`src/assert_macros.svh`:
```
// Assertion macros shared by the sphere grid index generator RTL.
// Each macro expects clk and rst_n in scope of the including module.
`ifndef ASSERT_MACROS_SVH
`define ASSERT_MACROS_SVH

// Same-cycle implication, disabled during reset.
`define SGTI_ASSERT_NOW(lbl, ante, cons, msg) \
    lbl: assert property (@(posedge clk) disable iff (!rst_n) (ante) |-> (cons)) \
        else $error(msg);

// Next-cycle implication, disabled during reset.
`define SGTI_ASSERT_NEXT(lbl, ante, cons, msg) \
    lbl: assert property (@(posedge clk) disable iff (!rst_n) (ante) |=> (cons)) \
        else $error(msg);

`endif

```
`src/sgti_pkg.sv`:
```
// Shared types and constants of the sphere grid triangle index generator.
// No dependencies.
package sgti_pkg;

    localparam int CNT_W = 9;   // slice/stack count register width
    localparam int VTX_W = 16;  // vertex index width

    localparam int SLICE_LO = 3;
    localparam int STACK_LO = 2;

    // configuration register indexes
    localparam logic REG_SLICE_COUNT = 1'b0;
    localparam logic REG_STACK_COUNT = 1'b1;

    typedef struct packed {
        logic [VTX_W-1:0] vertex_a;
        logic [VTX_W-1:0] vertex_b;
        logic [VTX_W-1:0] vertex_c;
        logic             last_triangle;
    } face_t;

endpackage

```
`src/sgti_walker.sv`:
```
// Mesh walker: section/row/column counters and the triangle index math.
// Depends on sgti_pkg and assert_macros.svh.
`include "assert_macros.svh"

module sgti_walker
    import sgti_pkg::*;
#(
    parameter int MAX_SLICES = 256,
    parameter int MAX_STACKS = 256
)
(
    input  logic             clk,
    input  logic             rst_n,
    input  logic             advance,
    input  logic             restart,
    input  logic [CNT_W-1:0] slice_count,
    input  logic [CNT_W-1:0] stack_count,
    output face_t            face,
    output logic             produce
);

    localparam int CNT_MAX  = 2**CNT_W - 1;
    localparam int SLICE_HI = (MAX_SLICES > CNT_MAX) ? CNT_MAX : MAX_SLICES;
    localparam int STACK_HI = (MAX_STACKS > CNT_MAX) ? CNT_MAX : MAX_STACKS;

    typedef enum logic [1:0] {
        SEC_TOP,
        SEC_MID,
        SEC_BOT,
        SEC_DONE
    } section_t;

    section_t         section_reg, section_next, sec_c;
    logic [CNT_W-1:0] row_reg, row_next, row_c;
    logic [CNT_W-1:0] col_reg, col_next, col_c;
    logic             second_reg, second_next, second_c;
    logic [VTX_W-1:0] tb_reg, tb_next, tb_c;
    logic [CNT_W-1:0] s_reg, s_next, s_c;
    logic [CNT_W-1:0] t_reg, t_next, t_c;

    logic [CNT_W-1:0] s_clamp, t_clamp, col_inc, col_wrap, row_inc;
    logic             wrap, to_bot;
    logic [VTX_W-1:0] s16, col16, colw16, bb;

    always_comb
    begin
        if (slice_count < CNT_W'(SLICE_LO))
            s_clamp = CNT_W'(SLICE_LO);
        else if (slice_count > CNT_W'(SLICE_HI))
            s_clamp = CNT_W'(SLICE_HI);
        else
            s_clamp = slice_count;

        if (stack_count < CNT_W'(STACK_LO))
            t_clamp = CNT_W'(STACK_LO);
        else if (stack_count > CNT_W'(STACK_HI))
            t_clamp = CNT_W'(STACK_HI);
        else
            t_clamp = stack_count;
    end

    // restart applies to the same beat: the first triangle comes from the fresh state
    always_comb
    begin
        if (restart)
        begin
            sec_c    = SEC_TOP;
            row_c    = '0;
            col_c    = '0;
            second_c = 1'b0;
            tb_c     = VTX_W'(1);
            s_c      = s_clamp;
            t_c      = t_clamp;
        end
        else
        begin
            sec_c    = section_reg;
            row_c    = row_reg;
            col_c    = col_reg;
            second_c = second_reg;
            tb_c     = tb_reg;
            s_c      = s_reg;
            t_c      = t_reg;
        end
    end

    always_comb
    begin
        wrap     = ({1'b0, col_c} + (CNT_W+1)'(1)) >= {1'b0, s_c};
        col_inc  = col_c + CNT_W'(1);
        col_wrap = wrap ? '0 : col_inc;
        row_inc  = row_c + CNT_W'(1);
        to_bot   = {1'b0, row_inc} >= ({1'b0, t_c} - (CNT_W+1)'(2));
        s16      = VTX_W'(s_c);
        col16    = VTX_W'(col_c);
        colw16   = VTX_W'(col_wrap);
        bb       = tb_c + s16;   // next row base, also the south pole in the bottom fan

        section_next = sec_c;
        row_next     = row_c;
        col_next     = col_c;
        second_next  = second_c;
        tb_next      = tb_c;
        s_next       = s_c;
        t_next       = t_c;
        face         = '0;

        unique case (sec_c)
            SEC_TOP:
            begin
                face.vertex_a = '0;
                face.vertex_b = col16 + VTX_W'(1);
                face.vertex_c = colw16 + VTX_W'(1);
                if (wrap)
                begin
                    col_next     = '0;
                    second_next  = 1'b0;
                    tb_next      = VTX_W'(1);
                    row_next     = '0;
                    section_next = (t_c > CNT_W'(2)) ? SEC_MID : SEC_BOT;
                end
                else
                    col_next = col_inc;
            end
            SEC_MID:
            begin
                face.vertex_a = bb + col16;
                face.vertex_b = second_c ? (tb_c + colw16) : (bb + colw16);
                face.vertex_c = second_c ? (tb_c + col16) : (tb_c + colw16);
                if (!second_c)
                    second_next = 1'b1;
                else
                begin
                    second_next = 1'b0;
                    if (wrap)
                    begin
                        col_next = '0;
                        row_next = row_inc;
                        tb_next  = bb;
                        if (to_bot)
                            section_next = SEC_BOT;
                    end
                    else
                        col_next = col_inc;
                end
            end
            SEC_BOT:
            begin
                face.vertex_a = bb;
                face.vertex_b = bb - VTX_W'(1) - col16;
                face.vertex_c = wrap ? (bb - VTX_W'(1)) : (bb - VTX_W'(2) - col16);
                if (wrap)
                begin
                    face.last_triangle = 1'b1;
                    section_next       = SEC_DONE;
                    col_next           = '0;
                end
                else
                    col_next = col_inc;
            end
            SEC_DONE:
            begin
                face = '0;
            end
        endcase

        produce = advance && (sec_c != SEC_DONE);
    end

    always_ff @(posedge clk or negedge rst_n)
    begin
        if (!rst_n)
        begin
            section_reg <= SEC_DONE;
            row_reg     <= '0;
            col_reg     <= '0;
            second_reg  <= 1'b0;
            tb_reg      <= VTX_W'(1);
            s_reg       <= CNT_W'(SLICE_LO);
            t_reg       <= CNT_W'(STACK_LO);
        end
        else if (advance)
        begin
            section_reg <= section_next;
            row_reg     <= row_next;
            col_reg     <= col_next;
            second_reg  <= second_next;
            tb_reg      <= tb_next;
            s_reg       <= s_next;
            t_reg       <= t_next;
        end
    end

    `SGTI_ASSERT_NOW(a_done_silent, advance && !restart && section_reg == SEC_DONE,
        !produce, "beat produced a triangle with no mesh active")
    `SGTI_ASSERT_NOW(a_mid_needs_rows, section_reg == SEC_MID,
        t_reg > CNT_W'(2), "middle rows entered with fewer than three stacks")
    `SGTI_ASSERT_NOW(a_col_range, 1'b1,
        col_reg < s_reg, "column index beyond slice count")
    `SGTI_ASSERT_NEXT(a_last_ends, produce && face.last_triangle,
        section_reg == SEC_DONE, "mesh still active after last triangle")

endmodule

```
`src/sgti_out_stage.sv`:
```
// Result register of the triangle index generator: holds one beat for the sink.
// Depends on sgti_pkg.
module sgti_out_stage
    import sgti_pkg::*;
(
    input  logic             clk,
    input  logic             rst_n,
    input  logic             load,
    input  face_t            face,
    input  logic             out_stall,
    output logic             out_valid,
    output logic             busy,
    output logic [VTX_W-1:0] vertex_a,
    output logic [VTX_W-1:0] vertex_b,
    output logic [VTX_W-1:0] vertex_c,
    output logic             last_triangle
);

    logic  valid_reg, valid_next;
    face_t face_reg;

    // full and held by the sink: upstream must wait
    assign busy = valid_reg && out_stall;

    always_comb
    begin
        if (load)
            valid_next = 1'b1;
        else if (busy)
            valid_next = 1'b1;
        else
            valid_next = 1'b0;
    end

    always_ff @(posedge clk or negedge rst_n)
    begin
        if (!rst_n)
            valid_reg <= 1'b0;
        else
            valid_reg <= valid_next;
    end

    always_ff @(posedge clk)
    begin
        if (load)
            face_reg <= face;
    end

    assign out_valid     = valid_reg;
    assign vertex_a      = face_reg.vertex_a;
    assign vertex_b      = face_reg.vertex_b;
    assign vertex_c      = face_reg.vertex_c;
    assign last_triangle = face_reg.last_triangle;

endmodule

```
`src/sphere_grid_triangle_index_generator.sv`:
```
// Channel  | Signals                                        | Beat moves when
// request  | in_valid, in_stall, restart                    | in_valid && !in_stall
// triangle | out_valid, out_stall, vertex_a/b/c, last_tri.. | out_valid && !out_stall
// config   | cfg_write, cfg_index, cfg_data                 | cfg_write
// One triangle per cycle while in_stall is low; result appears the cycle after the request beat.
// Latency is set by the single result register behind the walker's index math.
// rst_n clears the walker to no active mesh and the result register to empty.
// in_stall follows out_stall only while a result is held; no clearing pass.
// Depends on sgti_pkg, sgti_walker, sgti_out_stage.
module sphere_grid_triangle_index_generator
    import sgti_pkg::*;
#(
    parameter int MAX_SLICES = 256,
    parameter int MAX_STACKS = 256
)
(
    input  logic             clk,
    input  logic             rst_n,
    input  logic             cfg_write,
    input  logic             cfg_index,
    input  logic [CNT_W-1:0] cfg_data,
    input  logic             in_valid,
    output logic             in_stall,
    input  logic             restart,
    output logic             out_valid,
    input  logic             out_stall,
    output logic [VTX_W-1:0] vertex_a,
    output logic [VTX_W-1:0] vertex_b,
    output logic [VTX_W-1:0] vertex_c,
    output logic             last_triangle
);

    logic [CNT_W-1:0] slice_count_reg, stack_count_reg;
    logic             accept, produce, busy;
    face_t            face;

    always_ff @(posedge clk or negedge rst_n)
    begin
        if (!rst_n)
        begin
            slice_count_reg <= CNT_W'(SLICE_LO);
            stack_count_reg <= CNT_W'(STACK_LO);
        end
        else if (cfg_write)
        begin
            unique case (cfg_index)
                REG_SLICE_COUNT: slice_count_reg <= cfg_data;
                REG_STACK_COUNT: stack_count_reg <= cfg_data;
                default:         slice_count_reg <= slice_count_reg;
            endcase
        end
    end

    assign in_stall = busy;
    assign accept   = in_valid && !busy;

    sgti_walker #(
        .MAX_SLICES (MAX_SLICES),
        .MAX_STACKS (MAX_STACKS)
    ) u_walker (
        .clk         (clk),
        .rst_n       (rst_n),
        .advance     (accept),
        .restart     (restart),
        .slice_count (slice_count_reg),
        .stack_count (stack_count_reg),
        .face        (face),
        .produce     (produce)
    );

    sgti_out_stage u_out (
        .clk           (clk),
        .rst_n         (rst_n),
        .load          (produce),
        .face          (face),
        .out_stall     (out_stall),
        .out_valid     (out_valid),
        .busy          (busy),
        .vertex_a      (vertex_a),
        .vertex_b      (vertex_b),
        .vertex_c      (vertex_c),
        .last_triangle (last_triangle)
    );

endmodule
```
`config.mk`:
```
export PLATFORM = sky130hd
export DESIGN_NAME = sphere_grid_triangle_index_generator
export DESIGN_NICKNAME = d
export VERILOG_FILES = /design/src/sgti_pkg.sv /design/src/sgti_walker.sv /design/src/sgti_out_stage.sv /design/src/sphere_grid_triangle_index_generator.sv
export VERILOG_INCLUDE_DIRS = /design/src /design/src/src
export SDC_FILE = /design/constraint.sdc
export NUM_CORES = 1
export LEC_CHECK = 0
export ABC_CLOCK_PERIOD_IN_PS = 16700
export BUFFER_PORTS_ARGS = -buffer_cell sky130_fd_sc_hd__buf_2
export CAP_MARGIN = 30
export CORE_ASPECT_RATIO = 0.75
export CORE_MARGIN = 3
export CORE_UTILIZATION = 50
export DETAILED_ROUTE_END_ITERATION = 7
export GPL_ROUTABILITY_DRIVEN = 0
export PLACE_DENSITY = 0.79
export SKIP_LAST_GASP = 1
export SLEW_MARGIN = 20
export SYNTH_ARGS = -nofsm -noshare
export SYNTH_HDL_FRONTEND = slang
export SYNTH_SLANG_ARGS = --single-unit
```
`constraint.sdc`:
```
create_clock -name clk -period 16.7 [get_ports clk]
set_clock_uncertainty 0.15 [all_clocks]
set_input_delay 1.67 -clock clk [delete_from_list [all_inputs] [get_ports clk]]
set_output_delay 1.67 -clock clk [all_outputs]
set_load 0.03 [all_outputs]
```
==> metrics <==
outcome=completed; largest net degree at the start of global routing=75; Peak Freq=roughly 120 MHz; clock latency on the worst-skew pair=~0.43 ns; # setup viols final=0; period utilization=about half; via count=roughly 10,000; min cycle time layout=8.39 ns; CP dominant cell by count=inv_1; Crit-path slowest cell=nor3_1; EDFF count, synth=just under 50; initial cell density of the core=51.1%; crit-path leading delay family=buffers and inverters; Syn Inst Count=around 1,300; async set-reset flop share out of synthesis=60.2%; initial antenna violation count=1; Rel. slew slack=32.2%; Fin Setup TNS=0 ns; Synthesized Nets=1,377; worst path arrival time=8.50 ns; register bit total from synthesis=between 100 and 150; full die area=~24,000 um2; combinational group share of total power=a little over two fifths; post-DP HPWL=between 20,000 and 25,000 um; number of global-route vias before repair=approximately 9,500; DR DRC count=0; critical path class=in2reg; Max Cap Viol=0; most frequent cells in the layout=nand2_1 (132), nor2_1 (104), ha_1 (91); DR WL/cell=about 20 um; final-report hold violation count=0; WHS=0.315 ns; total CTS buffers=17; CTS-repair resized insts=0; first-pass GRT wire length=approximately 51,000 um; hold buffers post-CTS=0; DR iter-0 viols=1,552; commonest non-fill, non-tap cell in the layout=nand2_1; chip width=between 150 and 200 um; Internal=786 uW; Finished Layout Cells=between 1,500 and 2,000; synth unique cells=between 80 and 90; Syn-to-layout area delta=11.3%; Avg Cell Area, Syn=approximately 8.6 um2; Post-synth top flop=dfrtp_1; crit path launch type=input port; GRT overflow=0; clk root buf=clkbuf_16; P_sw=577 uW; post-CTS setup buffer count=0; Worst Path Buf+Inv=7; Post-Place Cells=about 1,600; Bufs on Longest Clock Path=2; slowest stage delay, CP=about 0.8 ns; Yosys warnings=0; Worst-Margin Slew=~1 ns; Worst-path clk slew=0.07 ns; nets@finish=around 1,400; Vias per Instance=roughly 6.3; Place WS=about 8.2 ns; CP max FO=58; Seq/Total Area, Yosys=between 30% and 40%; CP Data Required Time=about 17 ns; sw frac=between 40% and 50%; clock sink total=roughly 120; Sequential Power Share=about 28%; DRT Pass-1 Iters=8; share of cells above drive strength 1=between 10% and 20%; PD cells=~110 nW/um2; H-tree levels=4; Post-Route WL=approximately 33,000 um; min-delay worst type=reg2reg; chip height=134 um; RSZ-0062 raised after global routing=no; num ports=between 60 and 70; Clk network pwr share=28.0%; fin worst setup slack=around 8.3 ns; Post-Syn Area=10,900 um2; Pins Over Slew Limit=0; GRT Util Overall=27.7%; Max IR drop VDD=0.0000697 V; CTS tree=done; core area=between 20,000 and 25,000 um2; FP Rows=46; # port buffers=66; Setup crit end kind=flip-flop; Routed Antenna Nets=0; P_leak=between 0.005 and 0.006 uW
Yosys cell counts, drive strengths merged (7+ instances only):
cell | n | share of area, %
inv | 69 | 2.4
nor2 | 105 | 3.7
a21o | 25 | 1.7
clkbuf | 37 | 1.3
ha | 91 | 10
dfrtp | 65 | 15
nand2b | 9 | 0.52
o21ai | 86 | 4.0
fa | 7 | 1.3
xor2 | 35 | 3.0
and3 | 12 | 0.69
o221ai | 7 | 0.56
o211ai | 19 | 1.4
o21a | 14 | 0.97
buf | 16 | 0.89
o21bai | 9 | 0.62
nand2 | 132 | 4.6
a22oi | 8 | 0.55
mux2 | 21 | 2.2
nor2b | 34 | 2.0
xnor2 | 85 | 6.9
edfxtp | 49 | 14
mux2i | 11 | 1.0
nand3 | 30 | 1.4
a211oi | 8 | 0.55
nor4 | 7 | 0.74
a22o | 11 | 0.89
a21oi | 89 | 4.2
o22ai | 24 | 1.4
nor3b | 7 | 0.53
dfstp | 9 | 2.2
nor3 | 35 | 1.8
cell families (layout without fill, tap and decap cells):
family | after synthesis | in the layout | synth area share, %
buffers and inverters | 124 | 187 | 4.62
adder cells (fa/ha/maj) | 100 | 100 | 12.0
multiplexers | 32 | 32 | 3.19
AND/OR/NAND/NOR | 407 | 407 | 18.3
AO/OA/AOI/OAI | 357 | 357 | 21.4
XOR/XNOR | 120 | 120 | 9.92
flip-flops | 123 | 123 | 30.7
other | 0 | 1 | 0
path summary, 6_finish.rpt:
kind | startpoint | to | slack, ns | depth (start not counted)
worst max-delay path | restart | u_out.vertex_b[12]$_DFFE_PP_ | 8.31 | 28
worst min-delay path | u_walker.s_reg[0]$_DFFE_PN1P_ | u_walker.s_reg[0]$_DFFE_PN1P_ | 0.31 | 2
worst max register to register | u_walker.col_reg[0]$_DFFE_PN0P_ | u_out.vertex_b[12]$_DFFE_PP_ | 9.77 | 24
worst min register to register | u_walker.s_reg[0]$_DFFE_PN1P_ | u_walker.s_reg[0]$_DFFE_PN1P_ | 0.31 | 2
max in group asynchronous | rst_n | u_walker.s_reg[0]$_DFFE_PN1P_ | 14.87 | 2
min in group asynchronous | rst_n | u_walker.row_reg[4]$_DFFE_PN0P_ | 0.93 | 1
worst reg2reg max path: cells and delay by family (launching register included):
family                     cells  cell delay (ns)
adders and majority gates      3             0.82
AOI/OAI and AO/OA              9             1.64
and+or+nand+nor                6             2.17
xor gates and xnor gates       2             0.60
buffers and inverters          3             0.85
muxes                          1             0.13
DFF                            1             0.39
power by group through the flow:
stage | Clock, uW | Sequential, uW | Combinational (uW)
6_report | 382 | 384 | 597
5_1_grt | 401 | 387 | 642
4_1_cts | 386 | 383 | 573
3_5_place_dp | 0 | 388 | 566
3_3_place_gp | 0 | 388 | 554
2_1_floorplan | 0 | 403 | 399
final cells by class:
class	count	area, um2
multi-input cells	1016	7030
well taps	288	360
clock buffers	17	425
fillers	1854	9150
inverters	71	267
flip-flops and latches	123	3330
diodes	1	2.50
repair buffers	84	500
clock inverters	15	171
per-layer routing:
metal	vias to the layer above	share of wire [%]	global-route usage (%)
met5	-	0.040	1.04
met4	2	2.0	8.35
met3	60	14	8.55
met2	691	41	38.6
met1	4743	43	40.9
li1	4674	-	-
per-stage QoR:
| stage | power [uW] | instance area [um2] | utilization [%] |
|---|---|---|---|
| floorplan | 802 | 10900 | - |
| global placement | 942 | 11400 | 53.8 |
| detailed placement | 954 | 11400 | 53.9 |
| CTS | 1340 | 12000 | 56.7 |
| global route | 1430 | 12100 | 56.9 |
| finish | 1360 | 12100 | 56.9 |
(Power assumes the default switching activity.)
